## config.mk

```make
export PLATFORM = sky130hd
export DESIGN_NAME = chip8_register_alu_branch_unit_flat
export DESIGN_NICKNAME = d
export VERILOG_FILES = /design/src/c8rab_pkg.sv /design/src/c8rab_if.sv /design/src/chip8_register_alu_branch_unit.sv /design/src/c8rab_exec.sv /design/src/flat_wrapper.sv
export SDC_FILE = /design/constraint.sdc
export NUM_CORES = 1
export LEC_CHECK = 0
export BUFFER_PORTS_ARGS = -buffer_cell sky130_fd_sc_hd__buf_2
export CAP_MARGIN = 10
export CORE_ASPECT_RATIO = 1.5
export CORE_MARGIN = 1
export CORE_UTILIZATION = 57
export DETAILED_ROUTE_END_ITERATION = 7
export PLACE_DENSITY = 0.77
export REMOVE_ABC_BUFFERS = 1
export SLEW_MARGIN = 20
export SYNTH_ARGS = -nofsm -noshare
export SYNTH_HDL_FRONTEND = slang
export SYNTH_SLANG_ARGS = --single-unit
```

## constraint.sdc

```tcl
create_clock -name clk -period 4.49 [get_ports clk]
set_input_delay 0.6735 -clock clk [delete_from_list [all_inputs] [get_ports clk]]
set_output_delay 0.6735 -clock clk [all_outputs]
set_load 0.02 [all_outputs]
```

## src/c8rab_pkg.sv

```systemverilog
// ----------------------------------------------------------------------------
// c8rab_pkg
// Shared types, opcode codes and constants of the CHIP-8 execute unit.
// ----------------------------------------------------------------------------
package c8rab_pkg;

	localparam int STACK_DEPTH_DEF = 16;
	localparam int NUM_REGS        = 16;
	localparam int PC_W            = 12;
	localparam int DATA_W          = 8;
	localparam int IDX_W           = 4;
	localparam int INSTR_W         = 16;

	localparam logic [PC_W-1:0]    PC_RESET  = 12'h200;
	localparam logic [PC_W-1:0]    PC_STEP   = 12'h002;
	localparam logic [PC_W-1:0]    PC_SKIP   = 12'h004;
	localparam logic [IDX_W-1:0]   VF_IDX    = 4'hF;
	localparam logic [INSTR_W-1:0] INSTR_CLS = 16'h00E0;
	localparam logic [INSTR_W-1:0] INSTR_RET = 16'h00EE;
	localparam logic [3:0]         SE_REG_SUB = 4'h0;

	// Top nibble of the opcode
	typedef enum logic [3:0] {
		OP_SYS     = 4'h0,
		OP_JP      = 4'h1,
		OP_CALL    = 4'h2,
		OP_SE_IMM  = 4'h3,
		OP_SNE_IMM = 4'h4,
		OP_SE_REG  = 4'h5,
		OP_LD_IMM  = 4'h6,
		OP_ADD_IMM = 4'h7,
		OP_ALU     = 4'h8
	} op_class_t;

	// Low nibble of 8xyN
	typedef enum logic [3:0] {
		ALU_LD  = 4'h0,
		ALU_OR  = 4'h1,
		ALU_AND = 4'h2,
		ALU_XOR = 4'h3,
		ALU_ADD = 4'h4,
		ALU_SUB = 4'h5,
		ALU_SHR = 4'h6
	} alu_op_t;

	typedef struct packed {
		logic [PC_W-1:0]   next_pc;
		logic              clear_screen;
		logic              unhandled;
		logic              stack_fault;
		logic              reg_written;
		logic [IDX_W-1:0]  reg_index;
		logic [DATA_W-1:0] reg_value;
		logic              flag_written;
		logic              flag_value;
	} result_t;

	typedef struct packed {
		logic [INSTR_W-1:0] instr;
		logic [PC_W-1:0]    pc;
		logic [DATA_W-1:0]  vx;
		logic [DATA_W-1:0]  vy;
		logic [PC_W-1:0]    ret_addr;
		logic               stk_full;
		logic               stk_empty;
	} exec_in_t;

	typedef struct packed {
		result_t         res;
		logic            push;
		logic            pop;
		logic [PC_W-1:0] link;
	} exec_out_t;

endpackage

```

## src/c8rab_if.sv

```systemverilog
// ----------------------------------------------------------------------------
// c8rab stream interfaces
// Valid/ready channels for instruction words and result words.
// ----------------------------------------------------------------------------
interface c8rab_instr_if;
	logic        valid;
	logic        ready;
	logic [15:0] instruction;

	modport source (output valid, output instruction, input ready);
	modport sink (input valid, input instruction, output ready);
endinterface

interface c8rab_result_if;
	logic        valid;
	logic        ready;
	logic [11:0] next_pc;
	logic        clear_screen;
	logic        unhandled;
	logic        stack_fault;
	logic        reg_written;
	logic [3:0]  reg_index;
	logic [7:0]  reg_value;
	logic        flag_written;
	logic        flag_value;

	modport source (
		output valid, output next_pc, output clear_screen, output unhandled,
		output stack_fault, output reg_written, output reg_index, output reg_value,
		output flag_written, output flag_value, input ready
	);
	modport sink (
		input valid, input next_pc, input clear_screen, input unhandled,
		input stack_fault, input reg_written, input reg_index, input reg_value,
		input flag_written, input flag_value, output ready
	);
endinterface

```

## src/chip8_register_alu_branch_unit.sv

```systemverilog
// ----------------------------------------------------------------------------
// chip8_register_alu_branch_unit
// CHIP-8 execute stage: register file, ALU, branches and return stack.
// ----------------------------------------------------------------------------
// Takes one 16-bit CHIP-8 instruction word per cycle while the result port
// is not stalled, and returns one result word per instruction, in order. An
// accepted word reads Vx, Vy and the top of the return stack from synchronous
// memories into stage 1 at the accepting edge; the edge at which stage 1
// advances executes it, writes back the register file, VF, PC and stack,
// and loads the result register that drives the result port.
// Sustained rate is one word per cycle while result.ready stays high; a
// stalled result port holds the word in stage 1 and then drops instr.ready.
// A write-back that lands on the same edge as the next word's read is
// forwarded through a registered bypass, so back-to-back dependent words
// need no bubble. Supported: 00E0, 00EE, 0nnn, 1nnn, 2nnn, 3xkk, 4xkk, 5xy0,
// 6xkk, 7xkk, 8xy0..8xy6; anything else is flagged unhandled and steps PC by
// two. Calls with a full stack and returns with an empty stack raise
// stack_fault and leave the stack alone. PC resets to 0x200, all registers
// to zero; no init sweep is needed after reset.
module chip8_register_alu_branch_unit
	import c8rab_pkg::*;
#(
	parameter int STACK_DEPTH = STACK_DEPTH_DEF
) (
	input  logic                  clk,
	input  logic                  arst_n,
	c8rab_instr_if.sink           instr,
	c8rab_result_if.source        result
);

	localparam int SP_W   = $clog2(STACK_DEPTH + 1);
	localparam int ADDR_W = (STACK_DEPTH > 1) ? $clog2(STACK_DEPTH) : 1;

	// Register file V0..VE lives in memory; VF is a flop so a flag and a
	// Vx write can retire in the same cycle through one write port.
	logic [DATA_W-1:0] reg_mem [NUM_REGS];
	logic [PC_W-1:0]   stk_mem [STACK_DEPTH];

	logic [NUM_REGS-1:0] reg_vld_q;
	logic [DATA_W-1:0]   vf_q;
	logic [PC_W-1:0]     pc_q;
	logic [SP_W-1:0]     sp_q;
	logic                s1_valid_q;
	logic                out_valid_q;
	result_t             res_q;

	// Stage 1 payload: word plus registered memory reads and bypass info
	logic [INSTR_W-1:0]  instr_s1;
	logic [DATA_W-1:0]   vx_mem_s1, vy_mem_s1;
	logic                vld_x_s1, vld_y_s1;
	logic                byp_x_s1, byp_y_s1;
	logic [DATA_W-1:0]   byp_data_s1;
	logic [PC_W-1:0]     ret_mem_s1;
	logic                byp_ret_s1;
	logic [PC_W-1:0]     byp_ret_data_s1;

	logic                accept;
	logic                s1_adv;
	exec_in_t            ei;
	exec_out_t           eo;

	logic [IDX_W-1:0]    rd_x, rd_y;
	logic [IDX_W-1:0]    x_s1, y_s1;
	logic                reg_we;
	logic                vf_we;
	logic                stk_we;
	logic [ADDR_W-1:0]   stk_waddr;
	logic [ADDR_W-1:0]   stk_raddr;
	logic [SP_W-1:0]     sp_nxt;
	logic [SP_W-1:0]     sp_eff;
	logic [SP_W-1:0]     sp_eff_m1;

	// ---------------- handshake ----------------
	assign s1_adv      = s1_valid_q && (!out_valid_q || result.ready);
	assign instr.ready = !s1_valid_q || s1_adv;
	assign accept      = instr.valid && instr.ready;

	assign rd_x = instr.instruction[11:8];
	assign rd_y = instr.instruction[7:4];
	assign x_s1 = instr_s1[11:8];
	assign y_s1 = instr_s1[7:4];

	// ---------------- operand select ----------------
	// VF always comes from its flop; others take the bypass first, then
	// the memory word if that entry has been written since reset.
	always_comb begin
		ei           = '0;
		ei.instr     = instr_s1;
		ei.pc        = pc_q;
		if (x_s1 == VF_IDX)   ei.vx = vf_q;
		else if (byp_x_s1)    ei.vx = byp_data_s1;
		else if (vld_x_s1)    ei.vx = vx_mem_s1;
		if (y_s1 == VF_IDX)   ei.vy = vf_q;
		else if (byp_y_s1)    ei.vy = byp_data_s1;
		else if (vld_y_s1)    ei.vy = vy_mem_s1;
		ei.ret_addr  = byp_ret_s1 ? byp_ret_data_s1 : ret_mem_s1;
		ei.stk_full  = (sp_q >= SP_W'(STACK_DEPTH));
		ei.stk_empty = (sp_q == '0);
	end

	c8rab_exec u_exec (
		.ei (ei),
		.eo (eo)
	);

	// ---------------- write-back controls ----------------
	assign reg_we    = s1_adv && eo.res.reg_written && (eo.res.reg_index != VF_IDX);
	assign vf_we     = s1_adv && (eo.res.flag_written ||
	                   (eo.res.reg_written && eo.res.reg_index == VF_IDX));
	assign stk_we    = s1_adv && eo.push;
	assign stk_waddr = sp_q[ADDR_W-1:0];

	// Stack pointer after the word in stage 1; the next read must use it
	always_comb begin
		sp_nxt = sp_q;
		if (eo.push)     sp_nxt = sp_q + SP_W'(1);
		else if (eo.pop) sp_nxt = sp_q - SP_W'(1);
	end

	assign sp_eff    = s1_valid_q ? sp_nxt : sp_q;
	assign sp_eff_m1 = sp_eff - SP_W'(1);
	assign stk_raddr = (sp_eff == '0) ? '0 : sp_eff_m1[ADDR_W-1:0];

	// ---------------- memories ----------------
	always_ff @(posedge clk) begin
		if (reg_we) begin
			reg_mem[eo.res.reg_index] <= eo.res.reg_value;
		end
		if (accept) begin
			vx_mem_s1 <= reg_mem[rd_x];
			vy_mem_s1 <= reg_mem[rd_y];
		end
	end

	always_ff @(posedge clk) begin
		if (stk_we) begin
			stk_mem[stk_waddr] <= eo.link;
		end
		if (accept) begin
			ret_mem_s1 <= stk_mem[stk_raddr];
		end
	end

	// ---------------- stage 1 payload and bypass ----------------
	always_ff @(posedge clk) begin
		if (accept) begin
			instr_s1        <= instr.instruction;
			vld_x_s1        <= reg_vld_q[rd_x];
			vld_y_s1        <= reg_vld_q[rd_y];
			byp_x_s1        <= reg_we && (eo.res.reg_index == rd_x);
			byp_y_s1        <= reg_we && (eo.res.reg_index == rd_y);
			byp_data_s1     <= eo.res.reg_value;
			byp_ret_s1      <= stk_we && (stk_waddr == stk_raddr);
			byp_ret_data_s1 <= eo.link;
		end
	end

	// ---------------- architectural state ----------------
	always_ff @(posedge clk or negedge arst_n) begin
		if (!arst_n) begin
			reg_vld_q <= '0;
			vf_q      <= '0;
			pc_q      <= PC_RESET;
			sp_q      <= '0;
		end else if (s1_adv) begin
			if (reg_we) reg_vld_q[eo.res.reg_index] <= 1'b1;
			if (vf_we) begin
				vf_q <= eo.res.flag_written ? {{(DATA_W-1){1'b0}}, eo.res.flag_value}
				                            : eo.res.reg_value;
			end
			pc_q <= eo.res.next_pc;
			sp_q <= sp_nxt;
		end
	end

	// ---------------- pipeline control ----------------
	always_ff @(posedge clk or negedge arst_n) begin
		if (!arst_n) begin
			s1_valid_q  <= 1'b0;
			out_valid_q <= 1'b0;
		end else begin
			if (accept)      s1_valid_q <= 1'b1;
			else if (s1_adv) s1_valid_q <= 1'b0;
			if (s1_adv)            out_valid_q <= 1'b1;
			else if (result.ready) out_valid_q <= 1'b0;
		end
	end

	// Hold the result word until taken
	always_ff @(posedge clk) begin
		if (s1_adv) res_q <= eo.res;
	end

	assign result.valid        = out_valid_q;
	assign result.next_pc      = res_q.next_pc;
	assign result.clear_screen = res_q.clear_screen;
	assign result.unhandled    = res_q.unhandled;
	assign result.stack_fault  = res_q.stack_fault;
	assign result.reg_written  = res_q.reg_written;
	assign result.reg_index    = res_q.reg_index;
	assign result.reg_value    = res_q.reg_value;
	assign result.flag_written = res_q.flag_written;
	assign result.flag_value   = res_q.flag_value;

	// ---------------- assertions ----------------
	a_sp_range: assert property (@(posedge clk) disable iff (!arst_n)
		sp_q <= SP_W'(STACK_DEPTH))
		else $error("stack pointer beyond stack depth");

	a_push_room: assert property (@(posedge clk) disable iff (!arst_n)
		stk_we |-> (sp_q < SP_W'(STACK_DEPTH)))
		else $error("push into a full stack");

	a_no_overrun: assert property (@(posedge clk) disable iff (!arst_n)
		(accept && s1_valid_q) |-> s1_adv)
		else $error("stage 1 word overwritten before retiring");

	a_pc_hold: assert property (@(posedge clk) disable iff (!arst_n)
		!s1_adv |=> $stable(pc_q))
		else $error("PC moved without a retiring word");

endmodule

```

## src/c8rab_exec.sv

```systemverilog
// ----------------------------------------------------------------------------
// c8rab_exec
// Decode, ALU and branch resolution of one instruction word.
// ----------------------------------------------------------------------------
module c8rab_exec
	import c8rab_pkg::*;
(
	input  exec_in_t  ei,
	output exec_out_t eo
);

	logic [3:0]        top;
	logic [IDX_W-1:0]  x;
	logic [3:0]        sub;
	logic [DATA_W-1:0] kk;
	logic [PC_W-1:0]   nnn;
	logic [PC_W-1:0]   seq;
	logic [PC_W-1:0]   skp;
	logic [DATA_W:0]   sum;
	logic [DATA_W-1:0] diff;

	assign top  = ei.instr[15:12];
	assign x    = ei.instr[11:8];
	assign sub  = ei.instr[3:0];
	assign kk   = ei.instr[7:0];
	assign nnn  = ei.instr[11:0];
	assign seq  = ei.pc + PC_STEP;
	assign skp  = ei.pc + PC_SKIP;
	assign sum  = {1'b0, ei.vx} + {1'b0, ei.vy};
	assign diff = ei.vx - ei.vy;

	always_comb begin
		eo                  = '0;
		eo.link             = seq;
		eo.res.next_pc      = seq;
		case (op_class_t'(top))
			OP_SYS: begin
				if (ei.instr == INSTR_CLS) begin
					eo.res.clear_screen = 1'b1;
				end else if (ei.instr == INSTR_RET) begin
					if (ei.stk_empty) begin
						eo.res.stack_fault = 1'b1;
					end else begin
						eo.pop         = 1'b1;
						eo.res.next_pc = ei.ret_addr;
					end
				end else begin
					eo.res.next_pc = nnn;
				end
			end
			OP_JP: begin
				eo.res.next_pc = nnn;
			end
			OP_CALL: begin
				if (ei.stk_full) begin
					eo.res.stack_fault = 1'b1;
				end else begin
					eo.push        = 1'b1;
					eo.res.next_pc = nnn;
				end
			end
			OP_SE_IMM: begin
				if (ei.vx == kk) eo.res.next_pc = skp;
			end
			OP_SNE_IMM: begin
				if (ei.vx != kk) eo.res.next_pc = skp;
			end
			OP_SE_REG: begin
				if (sub != SE_REG_SUB) begin
					eo.res.unhandled = 1'b1;
				end else if (ei.vx == ei.vy) begin
					eo.res.next_pc = skp;
				end
			end
			OP_LD_IMM: begin
				eo.res.reg_written = 1'b1;
				eo.res.reg_value   = kk;
			end
			OP_ADD_IMM: begin
				eo.res.reg_written = 1'b1;
				eo.res.reg_value   = ei.vx + kk;
			end
			OP_ALU: begin
				eo.res.reg_written = 1'b1;
				case (alu_op_t'(sub))
					ALU_LD:  eo.res.reg_value = ei.vy;
					ALU_OR:  eo.res.reg_value = ei.vx | ei.vy;
					ALU_AND: eo.res.reg_value = ei.vx & ei.vy;
					ALU_XOR: eo.res.reg_value = ei.vx ^ ei.vy;
					ALU_ADD: begin
						eo.res.reg_value    = sum[DATA_W-1:0];
						eo.res.flag_written = 1'b1;
						eo.res.flag_value   = sum[DATA_W];
					end
					ALU_SUB: begin
						eo.res.reg_value    = diff;
						eo.res.flag_written = 1'b1;
						eo.res.flag_value   = (ei.vx >= ei.vy);
					end
					ALU_SHR: begin
						eo.res.reg_value    = {1'b0, ei.vx[DATA_W-1:1]};
						eo.res.flag_written = 1'b1;
						eo.res.flag_value   = ei.vx[0];
					end
					default: begin
						eo.res.reg_written = 1'b0;
						eo.res.unhandled   = 1'b1;
					end
				endcase
			end
			default: begin
				eo.res.unhandled = 1'b1;
			end
		endcase
		eo.res.reg_index = eo.res.reg_written ? x : '0;
	end

endmodule

```

## src/flat_wrapper.sv

```systemverilog
// flat-port wrapper written by rule: the top's interface ports become plain ports
module chip8_register_alu_branch_unit_flat import c8rab_pkg::*;
#(
	parameter int STACK_DEPTH = STACK_DEPTH_DEF
)
  (clk, arst_n, instr_valid, instr_instruction, instr_ready, result_valid, result_next_pc, result_clear_screen, result_unhandled, result_stack_fault, result_reg_written, result_reg_index, result_reg_value, result_flag_written, result_flag_value, result_ready);
  c8rab_instr_if instr_i ();
  c8rab_result_if result_i ();
  input  logic clk;
  input  logic arst_n;
  input wire logic [$bits(instr_i.valid)-1:0] instr_valid;
  input wire logic [$bits(instr_i.instruction)-1:0] instr_instruction;
  output wire logic [$bits(instr_i.ready)-1:0] instr_ready;
  output wire logic [$bits(result_i.valid)-1:0] result_valid;
  output wire logic [$bits(result_i.next_pc)-1:0] result_next_pc;
  output wire logic [$bits(result_i.clear_screen)-1:0] result_clear_screen;
  output wire logic [$bits(result_i.unhandled)-1:0] result_unhandled;
  output wire logic [$bits(result_i.stack_fault)-1:0] result_stack_fault;
  output wire logic [$bits(result_i.reg_written)-1:0] result_reg_written;
  output wire logic [$bits(result_i.reg_index)-1:0] result_reg_index;
  output wire logic [$bits(result_i.reg_value)-1:0] result_reg_value;
  output wire logic [$bits(result_i.flag_written)-1:0] result_flag_written;
  output wire logic [$bits(result_i.flag_value)-1:0] result_flag_value;
  input wire logic [$bits(result_i.ready)-1:0] result_ready;
  assign instr_i.valid = instr_valid;
  assign instr_i.instruction = instr_instruction;
  assign instr_ready = instr_i.ready;
  assign result_valid = result_i.valid;
  assign result_next_pc = result_i.next_pc;
  assign result_clear_screen = result_i.clear_screen;
  assign result_unhandled = result_i.unhandled;
  assign result_stack_fault = result_i.stack_fault;
  assign result_reg_written = result_i.reg_written;
  assign result_reg_index = result_i.reg_index;
  assign result_reg_value = result_i.reg_value;
  assign result_flag_written = result_i.flag_written;
  assign result_flag_value = result_i.flag_value;
  assign result_i.ready = result_ready;
  chip8_register_alu_branch_unit #(.STACK_DEPTH(STACK_DEPTH)) u_core (.clk(clk), .arst_n(arst_n), .instr(instr_i), .result(result_i));
endmodule
```

**Word-level counts from Yosys, hierarchy flattened**

Memories as Yosys holds them, arrays and structs flattened. A register that Yosys moved wholly into a read port is not among the register bits.
Index checks and enable logic that the tools add are counted.

- Bits in registers: 114
- RAM bits: 320
- Input port bits: 20
- Output and inout port bits: 32
- Memories kept: 2

- $add $sub $neg: 8
- Order comparisons: 6
- Equality and inequality tests: 26
- Multiplexer cells: 57
- Bitwise operators: 4
- Reductions and logical operators: 28

Memories:

| name | words | width | rd ports | clocked after memory_dff | wr ports | line | RTL |
|---|---|---|---|---|---|---|---|
| u_core.stk_mem | 16 | 12 | 1 | 1 | 1 | chip8_register_alu_branch_unit.sv:37 | `logic [PC_W-1:0] stk_mem [STACK_DEPTH];` |
| u_core.reg_mem | 16 | 8 | 2 | 2 | 1 | chip8_register_alu_branch_unit.sv:36 | `logic [DATA_W-1:0] reg_mem [NUM_REGS];` |

Operators by type and width:

| kind | number |
|---|---|
| two-way mux 12 bit | 9 |
| one-hot mux 12 bit (6 select lines) | 1 |
| two-way mux 8 bit | 7 |
| one-hot mux 8 bit (7 select lines) | 1 |
| == test 16 x 8 -> 1 bit (second input constant) | 2 |
| == test 4 x 3 -> 1 bit (second input constant) | 7 |
| two-way mux 1 bit | 25 |
| one-hot mux 8 bit (3 select lines) | 1 |
| == test 4 x 2 -> 1 bit (second input constant) | 4 |
| == test 4 bit (second input constant) | 4 |
| == test 8 bit | 2 |
| OR 16 bit | 1 |
| less-than comparator 4 x 5 -> 1 bit (second input constant) | 3 |
| two-way mux 5 bit | 3 |
| OR reduction 7 bit | 2 |
| adder 12 x 2 -> 12 bit (second input constant) | 1 |
| adder 12 x 3 -> 12 bit (second input constant) | 1 |
| == test 4 bit | 3 |
| logical AND 1 bit | 11 |
| zero test 5 bit | 2 |
| adder 8 x 8 -> 9 bit | 1 |
| adder 8 bit | 1 |
| AND 8 bit | 1 |
| binary-select mux 1 bit (select 4 bit) | 2 |
| 25 further kinds | 34 |

**Longest topological paths before layout**

- Depth after elaboration: 12
- Depth in mapped cells: 20

**Hierarchy**

Synthesis repeated with hierarchy kept, for this count alone.

- Cells, all modules: 1624
- Area, all modules: 22586.7 sq um

By module, submodules not included:

| module | instances | cells each | area each (sq um) | sequential area each (sq um) |
|---|---|---|---|---|
| chip8_register_alu_branch_unit | 1 | 1168 | 19538.7 | 13659.4 |
| c8rab_exec | 1 | 456 | 3047.9 | 0.0 |

**Worst setup path after synthesis**

OpenSTA, ideal clock, no wires.

- Kind: reg2reg
- Start point: register u_core.sp_q[1]
- End point: register u_core.ret_mem_s1[7] (read register of u_core.stk_mem) (data pin)
- Setup time: 0.261 ns
- Data arrival time: 4.179 ns
- Data required time: 4.229 ns
- Slack: 0.050 ns
- Cell stages (with the launch flop): 19
- Path buffers: 5
- Cells stage by stage: dfrtp_1 > clkbuf_1 > inv_1 > ha_1 > or4b_1 > nand3_1 > o21ai_1 > xnor2_2 > inv_2 > buf_2 > buf_2 > ha_1 > clkbuf_1 > clkbuf_1 > mux2i_1 > o21ai_0 > a22o_1 > a32oi_1 > nand3_1

- Longest elaborated chain between the ends: 10
- Elaborated cells on any way between the ends: 16

RTL lines:

| element | line | RTL |
|---|---|---|
| from (decl) | chip8_register_alu_branch_unit.sv:42 | `logic [SP_W-1:0] sp_q;` |
| from (signal assigned) | chip8_register_alu_branch_unit.sv:172 | `sp_q <= sp_nxt;` |
| zero test 5 bit | chip8_register_alu_branch_unit.sv:98 | `ei.stk_empty = (sp_q == '0);` |
| two-way mux 1 bit | c8rab_exec.sv:41 | `if (ei.stk_empty) begin` |
| two-way mux 1 bit | c8rab_exec.sv:40 | `end else if (ei.instr == INSTR_RET) begin` |
| two-way mux 1 bit | c8rab_exec.sv:38 | `if (ei.instr == INSTR_CLS) begin` |
| two-way mux 1 bit | c8rab_exec.sv:36 | `case (op_class_t'(top))` |
| two-way mux 5 bit | chip8_register_alu_branch_unit.sv:117 | `else if (eo.pop) sp_nxt = sp_q - SP_W'(1);` |
| two-way mux 5 bit | chip8_register_alu_branch_unit.sv:116 | `if (eo.push) sp_nxt = sp_q + SP_W'(1);` |
| two-way mux 5 bit (*) | chip8_register_alu_branch_unit.sv:120 | `assign sp_eff = s1_valid_q ? sp_nxt : sp_q;` |
| subtractor 4 x 1 -> 4 bit or zero test 5 bit (tied branches) | chip8_register_alu_branch_unit.sv:121, chip8_register_alu_branch_unit.sv:122 |  |
| two-way mux 4 bit (*) | chip8_register_alu_branch_unit.sv:122 | `assign stk_raddr = (sp_eff == '0) ? '0 : sp_eff_m1[ADDR_W-1:0];` |
| to (decl) | chip8_register_alu_branch_unit.sv:53 | `logic [PC_W-1:0] ret_mem_s1;` |

Every way passes the cells marked *; elsewhere a longest branch is shown, timed or not.
A chain may end at the register's enable or synchronous reset.

**Worst setup path in the final report**

- Start point: register u_core.instr_s1[11]
- End point: register u_core.ret_mem_s1[5] (read register of u_core.stk_mem) (data pin)

- Longest elaborated chain between the ends: 9
- Elaborated cells on any way between the ends: 11

RTL lines:

| element | line | RTL |
|---|---|---|
| from (decl) | chip8_register_alu_branch_unit.sv:48 | `logic [INSTR_W-1:0] instr_s1;` |
| from (signal assigned) | chip8_register_alu_branch_unit.sv:147 | `instr_s1 <= instr.instruction;` |
| == test 16 x 8 -> 1 bit | c8rab_exec.sv:40 |  |
| two-way mux 1 bit | c8rab_exec.sv:40 |  |
| two-way mux 1 bit (*) | c8rab_exec.sv:38 |  |
| two-way mux 1 bit (*) | c8rab_exec.sv:36 |  |
| two-way mux 5 bit (*) | chip8_register_alu_branch_unit.sv:117 |  |
| two-way mux 5 bit (*) | chip8_register_alu_branch_unit.sv:116 |  |
| two-way mux 5 bit (*) | chip8_register_alu_branch_unit.sv:120 |  |
| subtractor 4 x 1 -> 4 bit or zero test 5 bit (tied branches) | chip8_register_alu_branch_unit.sv:121, chip8_register_alu_branch_unit.sv:122 |  |
| two-way mux 4 bit (*) | chip8_register_alu_branch_unit.sv:122 |  |

Marks and branches as above.

==> impl_metrics.csv <==
group,metric,value,unit
status,outcome,"complete, no violations",
setup_path,worst_path_most_repeated_cell,"buf_4",
global_route,antenna_found_initial,0,
finish,diodes,0,
synth,synthXorXnorAreaFrac,1.79,%
global_route,grt_max_degree,73,
sta,hold_viol_final,0,
synth,ys_warn_count,0,
synth,yosysSeqAreaShare,60.9,%
clocking,cts_buffer_depth,3,
global_route,grt_overflow_total,0,
synth,synth_area_leader_cell,"edfxtp_1",
clocking,cts_sinks,462,
setup_path,cp-start-kind,"flop",
sta,maxSlewViolCount,0,
synth,synthArstFlopShare,9.31,%
finish,area_growth_syn_to_layout,12.8,%
synth,yosys_most_used_dff,"edfxtp_1",
synth,synth_compound_area_share,10.3,%
setup_path,critPathBufInv,2,
global_route,grt_usage,31.5,%
drt,drt_first_pass_iters,5,
synth,yosys.area_share.simple,10.1,%
sta,tightest_slew,1150,ps
clocking,root_buffer,"clkbuf_16",
sta,slew_headroom,23.4,%
floorplanning,io-pin-count,52,
floorplanning,die_h,245,um
synth,syn_area,22400,um2
setup_path,critPathKind,"flop to flop",
clocking,cts_max_level,2,
synth,synth.top_cell.area_share,56.1,%
floorplanning,die_area,40100,um2
setup_path,cp.required,4910,ps
setup_path,critPathCaptureType,"flop",
finish,drive_gt1_share,21.6,%
run,maxCapViolations,0,
finish,final_nets,1813,
drt,drc_errors,0,
setup_path,cp_cell_sequence,"buf_4, nor3_1, buf_4, nand4_4, nor3_2, o21ai_0, nand2_1, o221ai_1, ha_1, o21a_1, nand2_2, o211ai_1, o21ai_1, nor2b_1, a32oi_1, nand3_1",
hold_path,hold_path_class,"input pin to asynchronous set/reset pin",
synth,synth_common_cells,"419 x edfxtp_1, 140 x nand2_1, 101 x nor2_1",
sta,fin_crit_sh,94.6,%
synth,yosysMostFrequentCell,"edfxtp_1",
sta,clock.fmax,0.235,GHz
power_and_ir_drop,power_density,543,nW/um2
synth,synth_area_per_cell,13.7,um2
setup_path,slowest_stage,"nor2b_1",
setup_path,worstPathMaxFanout,12,
drt,drtIter0Drc,1486,
synth,synthTopCellsByArea,"edfxtp_1 56%, mux4_2 9.2%, dfrtp_1 4.7%, nand2_1 2.3%, ha_1 2.1%",
sta,worst_slack,244,ps
clocking,clk_pin_slew_worst_paths,70,ps
synth,synth_top_family_by_area,"multiplexers",
synth,ys_ff_latch,462,
drt,detailroute.via_count,15100,
floorplanning,fp-row-count,88,
global_route,grt_pass1_wl,92500,um
sta,clock_skew,15.3,ps
clocking,cts_tree,"yes",
drt,wire_per_inst,26.9,um
power_and_ir_drop,p_total,13.7,mW
clocking,clk_latency,560,ps
drt,post_drt_via_cell_ratio,6.63,
place,pre_cts_ws,274,ps
setup_path,path_delay_family,"simple AND/OR/NAND/NOR gates",
synth,synthMuxAreaShare,11.8,%
setup_path,arrival,4670,ps
global_route,grt_pass1_vias,15500,
floorplanning,start_util,58.0,%
power_and_ir_drop,ir_drop,1400,uV
synth,synth_fa_ha_area_share,2.39,%
place,numPortBuffers,51,
synth,yosysUniqueCellTypes,90,
sta,rsz0062_at_grt,"false",
setup_path,max_stage_delay,930,ps
place,dpl.hpwl,42100,um
finish,fillers,2754,
drt,routed_wl,61400,um
sta,finalSetupViolCount,0,
synth,syn_inst,1640,
clocking,numCtsBuffers,43,
power_and_ir_drop,p_leak,9.13,nW
place,gp_congestion,1.00,
sta,post-route-min-period,4250,ps
floorplanning,core,38600,um2
floorplanning,die_w,164,um
drt,ant_nets,0,
synth,synth-edff-count,419,
finish,final_core_util,65.4,%
-- stage by stage --
| step | hold slack [ps] | std cells | setup TNS [ps] | area [um2] |
|---|---|---|---|---|
| after floorplan | 364 | 1547 | -35380 | 22000 |
| after CTS | 243 | 2278 | 0 | 25200 |
| after global routing | 272 | 2281 | 0 | 25300 |
| after detailed placement | 399 | 2199 | 0 | 23800 |
| final | 232 | 2281 | 0 | 25300 |
| after global placement | 379 | 2199 | 0 | 23800 |
-- logic make-up (layout without fill, tap and decap cells) --
kind of cell,count (synthesis),after routing
multiplexers,148,148
other,1,8
XOR/XNOR,44,44
adder cells (fa/ha/maj),41,41
AND/OR/NAND/NOR,468,468
buffers and inverters,146,285
flip-flops,462,462
AO/OA/AOI/OAI,330,330
-- worst reg2reg max path: stages (launching register included) --
cell and delay, ps:
edfxtp_1 380, buf_4 190, nor3_1 380, buf_4 210, nand4_4 180, nor3_2 320, o21ai_0 120, nand2_1 90
o221ai_1 140, ha_1 220, o21a_1 120, nand2_2 140, o211ai_1 100, o21ai_1 150, nor2b_1 930, a32oi_1 280
nand3_1 170
-- sequential cells by signal, summed over array words and instances (netlist names), 4 cells and up --
signal	count
u_core.vy_mem_s1	8
u_core.sp_q	5
u_core.vx_mem_s1	8
u_core.ret_mem_s1	12
u_core.result.reg_index	4
u_core.byp_data_s1	8
u_core.pc_q	12
u_core.result.next_pc	12
u_core.result.reg_value	8
u_core.reg_mem	128
u_core.byp_ret_data_s1	12
u_core.stk_mem	192
u_core.reg_vld_q	16
u_core.instr_s1	16
u_core.vf_q	8
-- cell usage in the layout (no fill, tap or decap), drive strengths merged, types with 12 or more instances in the layout --
cell and n:
nand3 79, mux2i 45, clkinv 16, xnor2 24
a32oi 14, o22ai 31, clkbuf 53, edfxtp 419
nand2 141, inv 50, nor3 39, o21ai 72
a21oi 62, or2 19, a22oi 13, buf 160
nor2 104, a221o 17, mux4 92, o221ai 12
ha 38, xor2 20, a22o 18, dfrtp 42
nand4 12
-- where the power goes --
part	switching (mW)	internal [mW]	total, mW
clock network	1.61	2.18	3.79
registers	0.263	5.33	5.59
logic	2.81	1.55	4.35
-- cell type report --
type	instances	area, um2	area share (%)
Clock inverter	26	298	1.18
Sequential cell	462	13700	54.0
Timing Repair Buffer	160	1120	4.44
Multi-Input combinational cell	1039	8230	32.6
Tap cell	495	619	2.45
Clock buffer	53	1170	4.65
Inverter	46	173	0.683
-- metal layers --
metal  up-vias  track usage, %  routed length [um]
met5         -               0                   0
met4         0            19.4                4080
met3       232            3.92                3620
met2       802            58.7               33800
met1      7466            33.2               19900
li1       6624               -                   -
-- path summary, 6_finish.rpt --
| path | startpoint | to | slack, ps | cells after the start |
|---|---|---|---|---|
| min in group clk | instr_instruction[14] | u_core.instr_s1[14]$_DFFE_PP_ | 290 | 1 |
| max | u_core.instr_s1[11]$_DFFE_PP_ | u_core.ret_mem_s1[5]$_DFFE_PP_ | 240 | 16 |
| min reg2reg | u_core.reg_vld_q[15]$_DFFE_PN0P_ | u_core.reg_vld_q[15]$_DFFE_PN0P_ | 410 | 0 |
| max in group asynchronous | arst_n | u_core.sp_q[0]$_DFFE_PN0P_ | 3810 | 2 |
| min | arst_n | u_core.reg_vld_q[11]$_DFFE_PN0P_ | 230 | 2 |
| max reg2reg | u_core.instr_s1[11]$_DFFE_PP_ | u_core.ret_mem_s1[5]$_DFFE_PP_ | 240 | 16 |
-- timing repair --
action                                  CTS  global route
buffers inserted                          0             3
hold buffers                              0             0
endpoints found under the setup margin    0            21
gates resized for setup                   0             2
No activity file was read; power rests on OpenSTA's default activity.
